==> src/hdl/mbrs_pkg.sv <==
// ----------------------------------------------------------------------------
// mbrs_pkg
// Shared types and constants of the RTU slave responder: payload words,
// sequencer states, reply kinds, function and exception codes.
// ----------------------------------------------------------------------------
package mbrs_pkg;

   localparam int NUM_INPUT_REGS_DEFAULT = 16;
   localparam int REG_INDEX_W            = 4;
   localparam int BYTE_CNT_W             = 6;

   localparam logic [15:0] CRC_INIT = 16'hFFFF;
   localparam logic [15:0] CRC_POLY = 16'hA001;

   localparam logic        CMD_REQUEST         = 1'b0;
   localparam logic        CMD_REG_UPDATE      = 1'b1;
   localparam logic [7:0]  FC_READ_INPUT       = 8'h04;
   localparam logic [7:0]  FC_WRITE_SINGLE     = 8'h06;
   localparam logic [7:0]  EXC_FLAG            = 8'h80;
   localparam logic [7:0]  EXC_ILLEGAL_ADDRESS = 8'h02;
   localparam logic [7:0]  EXC_ILLEGAL_VALUE   = 8'h03;
   localparam logic [15:0] ID_REGISTER         = 16'h0001;
   localparam logic [15:0] READ_LIMIT          = 16'd125;
   localparam logic [15:0] ID_LIMIT            = 16'd247;
   localparam logic [7:0]  SLAVE_ADDRESS_RESET = 8'h01;

   typedef logic [BYTE_CNT_W-1:0] byte_cnt_type;

   localparam byte_cnt_type LEN_EXCEPTION = 6'd3;
   localparam byte_cnt_type LEN_WRITE     = 6'd6;
   localparam byte_cnt_type LEN_HEADER    = 6'd3;

   typedef enum logic [1:0] {
      ST_IDLE,
      ST_DATA,
      ST_CRC_LO,
      ST_CRC_HI
   } state_type;

   typedef enum logic [1:0] {
      REPLY_READ,
      REPLY_WRITE,
      REPLY_EXCEPTION
   } reply_type;

   typedef struct packed {
      logic                   command;
      logic [7:0]             frame_address;
      logic [7:0]             func_code;
      logic [15:0]            word_address;
      logic [15:0]            word_value;
      logic [REG_INDEX_W-1:0] reg_index;
      logic [15:0]            reg_value;
   } req_payload_type;

   typedef struct packed {
      logic [7:0] tx_byte;
      logic       last_byte;
      logic [7:0] pending_slave_address;
   } rsp_payload_type;

endpackage

==> src/hdl/mbrs_crc16.sv <==
// ----------------------------------------------------------------------------
// mbrs_crc16
// CRC-16 update over one byte, reflected polynomial, LSB first.
// ----------------------------------------------------------------------------
module mbrs_crc16 (
   input  logic [15:0] crc_cur,
   input  logic [7:0]  data_byte,
   output logic [15:0] crc_next
);

   always_comb begin
      logic [15:0] acc;
      acc = crc_cur ^ {8'h00, data_byte};
      for (int k = 0; k < 8; k++) begin
         if (acc[0]) begin
            acc = (acc >> 1) ^ mbrs_pkg::CRC_POLY;
         end else begin
            acc = acc >> 1;
         end
      end
      crc_next = acc;
   end

endmodule

==> src/hdl/mbrs_regfile.sv <==
// ----------------------------------------------------------------------------
// mbrs_regfile
// Input register store: local writes with range check, one read port.
// ----------------------------------------------------------------------------
module mbrs_regfile #(
   parameter int NUM_INPUT_REGS = mbrs_pkg::NUM_INPUT_REGS_DEFAULT,
   parameter int IDX_W          = (NUM_INPUT_REGS > 1) ? $clog2(NUM_INPUT_REGS) : 1
) (
   input  logic                               clock,
   input  logic                               reset,
   input  logic                               wr_en,
   input  logic [mbrs_pkg::REG_INDEX_W-1:0]   wr_index,
   input  logic [15:0]                        wr_data,
   input  logic [IDX_W-1:0]                   rd_index,
   output logic [15:0]                        rd_data
);

   logic [15:0] regs_ff [NUM_INPUT_REGS];
   logic [15:0] regs_in [NUM_INPUT_REGS];

   always_comb begin
      for (int i = 0; i < NUM_INPUT_REGS; i++) begin
         regs_in[i] = regs_ff[i];
         if (wr_en && (32'(wr_index) == i)) begin
            regs_in[i] = wr_data;
         end
      end
   end

   always_ff @(posedge clock) begin
      for (int i = 0; i < NUM_INPUT_REGS; i++) begin
         if (reset) begin
            regs_ff[i] <= '0;
         end else begin
            regs_ff[i] <= regs_in[i];
         end
      end
   end

   always_comb begin
      rd_data = '0;
      for (int i = 0; i < NUM_INPUT_REGS; i++) begin
         if (32'(rd_index) == i) begin
            rd_data = regs_ff[i];
         end
      end
   end

endmodule

==> src/hdl/modbus_rtu_slave_responder_core.sv <==
// ----------------------------------------------------------------------------
// modbus_rtu_slave_responder_core
// RTU slave reply generator with input register store and CRC-16 trailer.
// ----------------------------------------------------------------------------
// A word is accepted on the edge where start is high and busy is low. With
// command set it updates one input register and produces nothing. Otherwise
// a request for this slave address is decoded in the accept cycle and busy
// rises. The reply leaves one byte per cycle on rsp_data with rsp_valid high
// for exactly one cycle per byte; the last CRC byte carries last_byte. Busy
// holds while the sequencer, with one shared CRC byte unit, walks ST_DATA
// over the message bytes (3 for an exception, 6 for a write echo, 3 + 2*count
// for a register read), then ST_CRC_LO and ST_CRC_HI. Requests with no reply
// leave busy low, so the next word is taken in the next cycle. The receiver
// cannot stall. csr_write_enable loads the slave address; the user must load
// it only while the block is idle, as the block does not enforce this. Reset
// sets the slave and pending address to 1 and clears all input registers.
// ----------------------------------------------------------------------------
module modbus_rtu_slave_responder_core #(
   parameter int NUM_INPUT_REGS = mbrs_pkg::NUM_INPUT_REGS_DEFAULT
) (
   input  logic                      clock,
   input  logic                      reset,
   input  logic                      start,
   output logic                      busy,
   input  mbrs_pkg::req_payload_type req_data,
   output logic                      rsp_valid,
   output mbrs_pkg::rsp_payload_type rsp_data,
   input  logic                      csr_write_enable,
   input  logic [7:0]                csr_write_data
);

   localparam int IDX_W = (NUM_INPUT_REGS > 1) ? $clog2(NUM_INPUT_REGS) : 1;
   localparam int CW    = mbrs_pkg::BYTE_CNT_W;

   mbrs_pkg::state_type       state_ff, state_in;
   mbrs_pkg::reply_type       kind_ff, kind_in;
   mbrs_pkg::byte_cnt_type    pos_ff, pos_in;
   mbrs_pkg::byte_cnt_type    len_ff, len_in;
   logic [7:0]                slave_ff, slave_in;
   logic [7:0]                pending_ff, pending_in;
   logic [7:0]                addr_ff, addr_in;
   logic [7:0]                fc_ff, fc_in;
   logic [7:0]                code_ff, code_in;
   logic [15:0]               waddr_ff, waddr_in;
   logic [15:0]               wval_ff, wval_in;
   logic [15:0]               crc_ff, crc_in;
   logic [IDX_W-1:0]          ptr_ff, ptr_in;
   logic                      hi_ff, hi_in;
   logic                      valid_ff, valid_in;
   mbrs_pkg::rsp_payload_type rsp_ff, rsp_in;

   logic        rf_wr_en;
   logic [15:0] rf_rd_data;
   logic [7:0]  data_byte;
   logic [15:0] crc_next;
   logic        accept;

   mbrs_regfile #(
      .NUM_INPUT_REGS (NUM_INPUT_REGS),
      .IDX_W          (IDX_W)
   ) u_regfile (
      .clock    (clock),
      .reset    (reset),
      .wr_en    (rf_wr_en),
      .wr_index (req_data.reg_index),
      .wr_data  (req_data.reg_value),
      .rd_index (ptr_ff),
      .rd_data  (rf_rd_data)
   );

   mbrs_crc16 u_crc (
      .crc_cur   (crc_ff),
      .data_byte (data_byte),
      .crc_next  (crc_next)
   );

   assign busy      = (state_ff != mbrs_pkg::ST_IDLE);
   assign accept    = start && !busy;
   assign rsp_valid = valid_ff;
   assign rsp_data  = rsp_ff;

   // message byte at the current position
   always_comb begin
      data_byte = addr_ff;
      unique case (kind_ff)
         mbrs_pkg::REPLY_EXCEPTION: begin
            priority if (pos_ff == CW'(0)) data_byte = addr_ff;
            else if (pos_ff == CW'(1))     data_byte = fc_ff | mbrs_pkg::EXC_FLAG;
            else                           data_byte = code_ff;
         end
         mbrs_pkg::REPLY_WRITE: begin
            priority if (pos_ff == CW'(0)) data_byte = addr_ff;
            else if (pos_ff == CW'(1))     data_byte = fc_ff;
            else if (pos_ff == CW'(2))     data_byte = waddr_ff[15:8];
            else if (pos_ff == CW'(3))     data_byte = waddr_ff[7:0];
            else if (pos_ff == CW'(4))     data_byte = wval_ff[15:8];
            else                           data_byte = wval_ff[7:0];
         end
         mbrs_pkg::REPLY_READ: begin
            priority if (pos_ff == CW'(0)) data_byte = addr_ff;
            else if (pos_ff == CW'(1))     data_byte = fc_ff;
            else if (pos_ff == CW'(2))     data_byte = {wval_ff[6:0], 1'b0};
            else if (hi_ff)                data_byte = rf_rd_data[15:8];
            else                           data_byte = rf_rd_data[7:0];
         end
         default: data_byte = addr_ff;
      endcase
   end

   always_comb begin
      state_in   = state_ff;
      kind_in    = kind_ff;
      pos_in     = pos_ff;
      len_in     = len_ff;
      slave_in   = slave_ff;
      pending_in = pending_ff;
      addr_in    = addr_ff;
      fc_in      = fc_ff;
      code_in    = code_ff;
      waddr_in   = waddr_ff;
      wval_in    = wval_ff;
      crc_in     = crc_ff;
      ptr_in     = ptr_ff;
      hi_in      = hi_ff;
      valid_in   = 1'b0;
      rsp_in     = rsp_ff;
      rf_wr_en   = 1'b0;

      if (csr_write_enable) begin
         slave_in = csr_write_data;
      end

      unique case (state_ff)
         mbrs_pkg::ST_IDLE: begin
            if (accept) begin
               addr_in  = req_data.frame_address;
               fc_in    = req_data.func_code;
               waddr_in = req_data.word_address;
               wval_in  = req_data.word_value;
               pos_in   = '0;
               hi_in    = 1'b1;
               ptr_in   = req_data.word_address[IDX_W-1:0];
               crc_in   = mbrs_pkg::CRC_INIT;
               if (req_data.command == mbrs_pkg::CMD_REG_UPDATE) begin
                  rf_wr_en = 1'b1;
               end else if (req_data.frame_address == slave_ff) begin
                  if (req_data.func_code == mbrs_pkg::FC_READ_INPUT) begin
                     state_in = mbrs_pkg::ST_DATA;
                     if ((req_data.word_value == 16'd0) ||
                         (req_data.word_value > mbrs_pkg::READ_LIMIT)) begin
                        kind_in = mbrs_pkg::REPLY_EXCEPTION;
                        code_in = mbrs_pkg::EXC_ILLEGAL_VALUE;
                        len_in  = mbrs_pkg::LEN_EXCEPTION;
                     end else if (({1'b0, req_data.word_address} +
                                   {1'b0, req_data.word_value}) >
                                  17'(NUM_INPUT_REGS)) begin
                        kind_in = mbrs_pkg::REPLY_EXCEPTION;
                        code_in = mbrs_pkg::EXC_ILLEGAL_ADDRESS;
                        len_in  = mbrs_pkg::LEN_EXCEPTION;
                     end else begin
                        kind_in = mbrs_pkg::REPLY_READ;
                        len_in  = {req_data.word_value[CW-2:0], 1'b0} +
                                  mbrs_pkg::LEN_HEADER;
                     end
                  end else if (req_data.func_code == mbrs_pkg::FC_WRITE_SINGLE) begin
                     state_in = mbrs_pkg::ST_DATA;
                     if (req_data.word_address != mbrs_pkg::ID_REGISTER) begin
                        kind_in = mbrs_pkg::REPLY_EXCEPTION;
                        code_in = mbrs_pkg::EXC_ILLEGAL_ADDRESS;
                        len_in  = mbrs_pkg::LEN_EXCEPTION;
                     end else if ((req_data.word_value == 16'd0) ||
                                  (req_data.word_value > mbrs_pkg::ID_LIMIT)) begin
                        kind_in = mbrs_pkg::REPLY_EXCEPTION;
                        code_in = mbrs_pkg::EXC_ILLEGAL_VALUE;
                        len_in  = mbrs_pkg::LEN_EXCEPTION;
                     end else begin
                        kind_in    = mbrs_pkg::REPLY_WRITE;
                        len_in     = mbrs_pkg::LEN_WRITE;
                        pending_in = req_data.word_value[7:0];
                     end
                  end
               end
            end
         end
         mbrs_pkg::ST_DATA: begin
            valid_in = 1'b1;
            rsp_in   = '{tx_byte: data_byte, last_byte: 1'b0,
                         pending_slave_address: pending_ff};
            crc_in   = crc_next;
            pos_in   = pos_ff + CW'(1);
            if ((kind_ff == mbrs_pkg::REPLY_READ) && (pos_ff >= mbrs_pkg::LEN_HEADER)) begin
               hi_in = !hi_ff;
               if (!hi_ff) begin
                  ptr_in = ptr_ff + IDX_W'(1);
               end
            end
            if (pos_ff == (len_ff - CW'(1))) begin
               state_in = mbrs_pkg::ST_CRC_LO;
            end
         end
         mbrs_pkg::ST_CRC_LO: begin
            valid_in = 1'b1;
            rsp_in   = '{tx_byte: crc_ff[7:0], last_byte: 1'b0,
                         pending_slave_address: pending_ff};
            state_in = mbrs_pkg::ST_CRC_HI;
         end
         mbrs_pkg::ST_CRC_HI: begin
            valid_in = 1'b1;
            rsp_in   = '{tx_byte: crc_ff[15:8], last_byte: 1'b1,
                         pending_slave_address: pending_ff};
            state_in = mbrs_pkg::ST_IDLE;
         end
         default: state_in = mbrs_pkg::ST_IDLE;
      endcase
   end

   always_ff @(posedge clock) begin
      if (reset) begin
         state_ff   <= mbrs_pkg::ST_IDLE;
         valid_ff   <= 1'b0;
         slave_ff   <= mbrs_pkg::SLAVE_ADDRESS_RESET;
         pending_ff <= mbrs_pkg::SLAVE_ADDRESS_RESET;
      end else begin
         state_ff   <= state_in;
         valid_ff   <= valid_in;
         slave_ff   <= slave_in;
         pending_ff <= pending_in;
      end
   end

   always_ff @(posedge clock) begin
      kind_ff  <= kind_in;
      pos_ff   <= pos_in;
      len_ff   <= len_in;
      addr_ff  <= addr_in;
      fc_ff    <= fc_in;
      code_ff  <= code_in;
      waddr_ff <= waddr_in;
      wval_ff  <= wval_in;
      crc_ff   <= crc_in;
      ptr_ff   <= ptr_in;
      hi_ff    <= hi_in;
      rsp_ff   <= rsp_in;
   end

`ifndef SYNTHESIS
   a_gap_after_last: assert property (@(posedge clock) disable iff (reset)
      rsp_valid && rsp_data.last_byte |=> !rsp_valid)
      else $error("reply byte directly after last byte");

   a_bytes_contiguous: assert property (@(posedge clock) disable iff (reset)
      rsp_valid && !rsp_data.last_byte |=> rsp_valid)
      else $error("gap inside reply");

   a_accept_quiet: assert property (@(posedge clock) disable iff (reset)
      start && !busy |=> !rsp_valid)
      else $error("reply byte in cycle after accept");

   a_crc_order: assert property (@(posedge clock) disable iff (reset)
      state_ff == mbrs_pkg::ST_CRC_LO |=> state_ff == mbrs_pkg::ST_CRC_HI)
      else $error("CRC high byte not after low byte");
`endif

endmodule
==> config.mk <==
export PLATFORM = sky130hd
export DESIGN_NAME = modbus_rtu_slave_responder_core
export DESIGN_NICKNAME = d
export VERILOG_FILES = /design/src/hdl/mbrs_pkg.sv /design/src/hdl/mbrs_crc16.sv /design/src/hdl/mbrs_regfile.sv /design/src/hdl/modbus_rtu_slave_responder_core.sv
export SDC_FILE = /design/constraint.sdc
export NUM_CORES = 1
export LEC_CHECK = 0
export ABC_AREA = 1
export ABC_CLOCK_PERIOD_IN_PS = 7500
export BUFFER_PORTS_ARGS = -buffer_cell sky130_fd_sc_hd__buf_2
export CAP_MARGIN = 10
export CORE_MARGIN = 1
export CORE_UTILIZATION = 35
export DETAILED_ROUTE_END_ITERATION = 12
export HOLD_SLACK_MARGIN = 0.12
export SKIP_LAST_GASP = 1
export SLEW_MARGIN = 20
export SYNTH_ARGS = -nofsm -noshare
export SYNTH_HDL_FRONTEND = slang
export SYNTH_SLANG_ARGS = --single-unit
export TNS_END_PERCENT = 100
==> constraint.sdc <==
create_clock -name clock -period 7.5 [get_ports clock]
set_clock_uncertainty 0.05 [all_clocks]
set_input_delay 0.75 -clock clock [delete_from_list [all_inputs] [get_ports clock]]
set_output_delay 0.75 -clock clock [all_outputs]
set_load 0.03 [all_outputs]
==> flow_metrics.py, run 1 <==
metrics = {
    "run_status": {
        "status": "complete, no violations",
    },
    "clock_tree": {
        "cts-root-buf": "clkbuf_16",
        "cts_buffers": 41,
        "cts_buffer_depth": 3,
        "clkSinkCount": 376,
        "post_cts_buffers": 0,
        "clkLatencyLatePin_ns": 0.57,
        "ctsHoldBuffers": 0,
        "cts_resized": 0,
        "cts_tree": "built",
        "clk_pin_slew_ns": 0.06,
        "cts_max_level": 2,
    },
    "job": {
        "maxCapViolations": 0,
    },
    "pwr": {
        "leakagePower_uw": 0.00912,
        "p_int_uw": 4210,
        "p_seq_frac": 0.367,
        "p_sw_uw": 2490,
        "total_power_uw": 6700,
        "combPwrFrac": 0.316,
        "power_density_mw_per_mm2": 322,
        "peakVddDrop_mv": 0.170,
        "p_clk_frac": 0.317,
        "switching_share": 0.371,
    },
    "floorplan": {
        "die_w_um": 231,
        "fp.dieH_um": 231,
        "io-pin-count": 100,
        "initial_core_util": 0.357,
        "die-area_mm2": 0.0536,
        "core.rowCount": 83,
        "core_mm2": 0.0516,
    },
    "critical_path": {
        "setup.worst_path.class": "reg2reg",
        "startpoint_type": "flop",
        "crit_slowest_cell": "nor2_1",
        "cp-end-kind": "flop",
        "crit_top_cell": "nand2_1",
        "crit_fanout": 17,
        "cp-startpoint": "ptr_ff[1]$_DFFE_PP_",
        "r2r_start": "ptr_ff[1]$_DFFE_PP_",
        "slowest_delay_ns": 0.56,
        "arrival_ns": 5.27,
        "cp.required_ns": 7.74,
    },
    "synth": {
        "yosys_warnings": 0,
        "ys_ff_latch": 376,
        "yosys.area_share.adder": 0.0249,
        "synth_mux_area_frac": 0.00170,
        "synth_edf_count": 101,
        "seq_area_frac_synth": 0.463,
        "synthXorXnorAreaFrac": 0.00998,
        "synthSimpleGateAreaFrac": 0.276,
        "synthDistinctLibCells": 55,
        "netlist_area_mm2": 0.0184,
        "synth-compound-area-share": 0.150,
        "synth_top_family_by_area": "simple AND/OR/NAND/NOR gates",
        "synthCells": 2528,
        "async_flop_share": 0,
        "syn_nets": 2645,
        "synth_top_area_frac": 0.299,
        "synth.avg_cell_area_um2": 7.29,
        "synth_ff_type": "dfxtp_1",
        "yosys.area.top_type": "dfxtp_1",
        "ys_top_cells_by_area": "dfxtp_1 (30%), edfxtp_1 (16%), nor2_1 (11%), o21ai_0 (8.6%), nand2_1 (8.4%)",
    },
    "routing": {
        "drt_wl_total_um": 55800,
        "dr.pass1.iters": 5,
        "wl_per_cell_um": 17.0,
        "drtAntennaViolNets": 0,
        "viasPerCell": 5.14,
        "drc": 0,
        "vias": 16823,
        "drtIter0Drc": 1534,
    },
    "global_route": {
        "antenna_found_initial": 0,
        "grt_use_met1": 0.281,
        "grt_pass1_wl_um": 88200,
        "grt-ovfl-total": 0,
        "grt_use_met2": 0.337,
        "grt.total_usage": 0.206,
        "grt_max_degree": 165,
        "grt_busiest_layer": "met2",
        "grt_pass1_vias": 15869,
        "met3_usage": 0.0257,
    },
    "timing": {
        "fin_tns_setup_ns": 0,
        "whs_ns": 0.341,
        "worst_pin_slew_ns": 1.11,
        "report.final.setup_viol": 0,
        "relSlewSlack": 0.262,
        "rsz0062_at_grt": "no",
        "max_freq_mhz": 199,
        "fin_crit_sh": 0.671,
        "fin_crit_ns": 5.03,
        "hold_viol": 0,
        "finalMaxSlewViolations": 0,
    },
    "layout": {
        "area_delta_synth_final_pct": 12.8,
        "finalNetCount": 2679,
        "drive_above_1_share": 0.103,
        "antennaDiodeCount": 0,
    },
    "place": {
        "place_congestion": 0.896,
        "io_buffers": 99,
        "place_hpwl_um": 37300,
    },
    "hold_path": {
        "hold_class": "in2reg",
        "holdCritStartpoint": "req_data[54]",
    },
}
power by group through the flow:
stage,combinational [µW],sequential [µW],clock [µW]
after floorplan,1410,2540,0
after global placement,2090,2490,0
after detailed placement,2110,2500,0
after CTS,2110,2460,2160
after global routing,2360,2470,2230
final,2120,2460,2120
metrics by stage:
step | worst slack, ns | std cells | instance area, µm² | utilization
floorplan | 3.96 | 2528 | 18400 | -
global placement | 2.65 | 3199 | 19400 | 0.376
detailed placement | 2.54 | 3199 | 19400 | 0.376
CTS | 2.52 | 3274 | 20800 | 0.403
global route | 1.95 | 3274 | 20800 | 0.403
finish | 2.47 | 3274 | 20800 | 0.403
cell families after synthesis:
logic type                 after synthesis
adders and majority gates               36
muxes                                    3
DFF                                    376
xor gates and xnor gates                21
AOI/OAI and AO/OA                      521
buffers and inverters                  346
and+or+nand+nor                       1225
layout by cell type, fill, tap and decap left out, drive strengths merged, types with 2 or more instances in the layout:
master	instances
nor2	566
nand2	434
o21ai	323
dfxtp	275
inv	208
nand3	154
a21oi	145
buf	120
edfxtp	101
clkbuf	58
ha	35
or2	25
clkinv	21
o211ai	19
nand4	16
xnor2	13
nor3	12
nor4	9
o221ai	8
xor2	8
a31oi	7
a211oi	5
bufinv	4
nand3b	3
a2111oi	3
mux2i	2
o21bai	2
and2	2
or4	2
synth_stat cells, types with 13 or more instances:
cell type and count:
nand2_1 411, nand3_1 149, xnor2_1 13, buf_2 15, inv_1 195, ha_1 35, or2_2 24, a21oi_1 145
nand2_2 21, o21ai_0 318, nor2_1 561, o211ai_1 19, nand4_1 16, clkbuf_1 104, edfxtp_1 101, dfxtp_1 275
critical path: cells and delay by family, from the launching register on:
family / cells / cell delay, ns
AOI/OAI and AO/OA: 4 / 0.76
adders and majority gates: 1 / 0.35
buffers and inverters: 2 / 0.32
DFF: 1 / 0.43
and+or+nand+nor: 26 / 2.88
registers in the layout (all words and copies together) (netlist names), 4 cells and up:
name and cells:
len_ff 6, addr_ff 8, pos_ff 6, waddr_ff 16, slave_ff 8, u_regfile.regs_ff 256, crc_ff 16, pending_ff 8
rsp_data 17, fc_ff 8, wval_ff 16, ptr_ff 4
path summary, 6_finish.rpt:
check / end / slack [ns] / cells after the start
min: fc_ff[2]$_DFFE_PP_ / 0.34 / 1
max reg2reg: crc_ff[13]$_SDFFCE_PN1P_ / 2.47 / 33
max: crc_ff[13]$_SDFFCE_PN1P_ / 2.47 / 33
min reg2reg: rsp_data[3]$_DFFE_PP_ / 0.38 / 0
per-layer routing:
metal	up-vias	wire length [µm]
li1	8322	-
met1	7920	25100
met2	487	26100
met3	94	3010
met4	0	1550
met5	-	0
cell type report:
class / instances / area (µm²)
repair buffers: 120 / 653
clock buffers: 58 / 1210
multi-input cells: 1806 / 8520
fillers: 5218 / 30800
flip-flops and latches: 376 / 8540
clock inverters: 17 / 191
inverters: 217 / 825
well taps: 680 / 851
(Power assumes the default switching activity.)
==> inputs of run 2 (changes only) <==
--- a/config.mk
+++ b/config.mk
@@ -6,7 +6,7 @@
 export NUM_CORES = 1
 export LEC_CHECK = 0
 export ABC_AREA = 1
-export ABC_CLOCK_PERIOD_IN_PS = 7500
+export ABC_CLOCK_PERIOD_IN_PS = 5000
 export BUFFER_PORTS_ARGS = -buffer_cell sky130_fd_sc_hd__buf_2
 export CAP_MARGIN = 10
 export CORE_MARGIN = 1
==> constraint.sdc (replaced) <==
create_clock -name clock -period 5 [get_ports clock]
set_clock_uncertainty 0.05 [all_clocks]
set_input_delay 0.5 -clock clock [delete_from_list [all_inputs] [get_ports clock]]
set_output_delay 0.5 -clock clock [all_outputs]
set_load 0.03 [all_outputs]
==> run 2 against run 1 <==
  * Maximum frequency up 12%
  * Count of clock-buffer cells in the layout up 4
  * First-iteration DRC count down 0.46%
  * Cell count up 2.1%
  * Critical path depth up 3
  * Combinational power up 54%
  * Worst setup slack worse by 2.0 ns
  * Cell area up 3.1%
  * Highest routed layer unchanged
==> flow_metrics.py, run 2 (synthesis results as in run 1) <==
metrics = {
    "layout": {
        "drive_above_1_share": 0.106,
        "final_cell_mix": "nor2_1 (558), nand2_1 (411), o21ai_0 (318), dfxtp_1 (275), inv_1 (193)",
        "largest_reg_flops": 256,
        "finalNetCount": 2747,
        "regArea_mm2": 0.00854,
        "nFillCells": 5186,
        "largest-register": "u_regfile.regs_ff",
        "multi_input_area_mm2": 0.00852,
        "area_delta_synth_final_pct": 16.3,
        "final_common_cell": "nor2_1",
        "fin_util": 0.415,
        "final_area_mm2": 0.0214,
    },
    "critical_path": {
        "crit_slowest_cell": "edfxtp_1",
        "slowest_delay_ns": 0.45,
        "startpoint_type": "flop",
        "cp.required_ns": 5.25,
        "crit_fanout": 25,
        "cp-end-kind": "flop",
        "arrival_ns": 4.76,
        "setup.worst_path.class": "reg2reg",
        "crit_top_cell": "nand2_1",
    },
    "timing": {
        "fin_crit_sh": 0.902,
        "report.final.setup_viol": 0,
        "whs_ns": 0.148,
        "worst_pin_slew_ns": 1.01,
        "fin_crit_ns": 4.51,
        "finalMaxSlewViolations": 0,
        "fin_tns_setup_ns": 0,
        "worst_slack_ns": 0.490,
        "rsz0062_at_grt": "no",
        "max_freq_mhz": 222,
        "relSlewSlack": 0.327,
        "hold_viol": 0,
    },
    "hold_path": {
        "hold_class": "in2reg",
    },
    "global_route": {
        "antenna_found_initial": 0,
        "grt-ovfl-total": 0,
        "grt.total_usage": 0.213,
        "grt_max_degree": 157,
        "grt_pass1_vias": 16167,
        "grt_pass1_wl_um": 90400,
    },
    "job": {
        "maxCapViolations": 0,
    },
    "floorplan": {
        "core_mm2": 0.0516,
        "die-area_mm2": 0.0536,
        "core.rowCount": 83,
        "fp.dieH_um": 231,
        "io-pin-count": 100,
        "initial_core_util": 0.357,
        "die_w_um": 231,
    },
    "pwr": {
        "leakagePower_uw": 0.00942,
        "power_density_mw_per_mm2": 474,
        "peakVddDrop_mv": 0.276,
    },
    "place": {
        "io_buffers": 99,
        "place_hpwl_um": 38300,
        "placed_cell_area_mm2": 0.0196,
        "place_congestion": 0.916,
        "pre_cts_ws_ns": 0.495,
    },
    "clock_tree": {
        "cts-root-buf": "clkbuf_16",
        "cts_tree": "built",
        "clk_pin_slew_ns": 0.06,
        "clkLatencyLatePin_ns": 0.59,
        "clkSinkCount": 376,
        "cts_max_level": 2,
        "cts_buffers": 42,
        "post_cts_buffers": 0,
        "cts_buffer_depth": 3,
    },
    "routing": {
        "wl_per_cell_um": 17.2,
        "drtIter0Drc": 1527,
        "dr.pass1.iters": 5,
        "drtAntennaViolNets": 0,
        "vias": 17283,
        "viasPerCell": 5.17,
        "drc": 0,
        "drt_wl_total_um": 57400,
    },
    "run_status": {
        "status": "complete, no violations",
    },
}
[run 2: cell count changes in the layout (fill, tap and decap cells not counted), sizes merged]
cell / before / now
clkinvlp: 1 / 0
clkbuf: 58 / 62
dlygate4sd3: 0 / 45
buf: 120 / 142
diode: 0 / 2
clkinv: 21 / 19
[run 2: stage by stage]
stage / std cells / power (µW)
2_1_floorplan: 2528 / 5920
3_3_place_gp: 3221 / 6890
3_5_place_dp: 3221 / 6940
4_1_cts: 3342 / 10200
5_1_grt: 3342 / 10700
6_report: 3344 / 10200
[run 2: report_power, final]
| group | leakage (µW) | internal [µW] | switching [µW] |
|---|---|---|---|
| Sequential | 0.00314 | 3530 | 158 |
| Combinational | 0.00558 | 958 | 2300 |
| Clock | 0.000701 | 1940 | 1280 |
[run 2: what timing repair did]
item	in CTS	in global routing
setup endpoints to repair	0	1
hold endpoints to repair	45	0
hold buffers	45	0
resized for setup	0	3
[run 2: path summary, 6_finish.rpt]
kind	from	to	slack (ns)	cells after the start
min	req_data[25]	wval_ff[5]$_DFFE_PP_	0.15	1
max reg2reg	ptr_ff[0]$_DFFE_PP_	crc_ff[13]$_SDFFCE_PN1P_	0.49	36
max	ptr_ff[0]$_DFFE_PP_	crc_ff[13]$_SDFFCE_PN1P_	0.49	36
min reg2reg	pending_ff[2]$_SDFFE_PP0P_	rsp_data[2]$_DFFE_PP_	0.38	0
[run 2: per-layer routing]
layer | part of all wire | global-route usage
met1 | 0.45 | 0.286
met2 | 0.48 | 0.353
met3 | 0.051 | 0.0252
met4 | 0.028 | 0.0700
met5 | 0 | 0
[run 2: final cells by class]
| cell class | instances | area share |
|---|---|---|
| flip-flops and latches | 376 | 0.398 |
| clock inverters | 14 | 0.00811 |
| well taps | 680 | 0.0397 |
| inverters | 217 | 0.0386 |
| repair buffers | 187 | 0.0592 |
| clock buffers | 62 | 0.0583 |
| diodes | 2 | 0.000234 |
| multi-input cells | 1806 | 0.397 |
[run 2: critical path: cells and delay by family (launching register included)]
kind          cells  cell delay, ns
fa+ha+maj         1            0.26
buf+inv           3            0.43
simple gates     32            3.01
flops             1            0.45
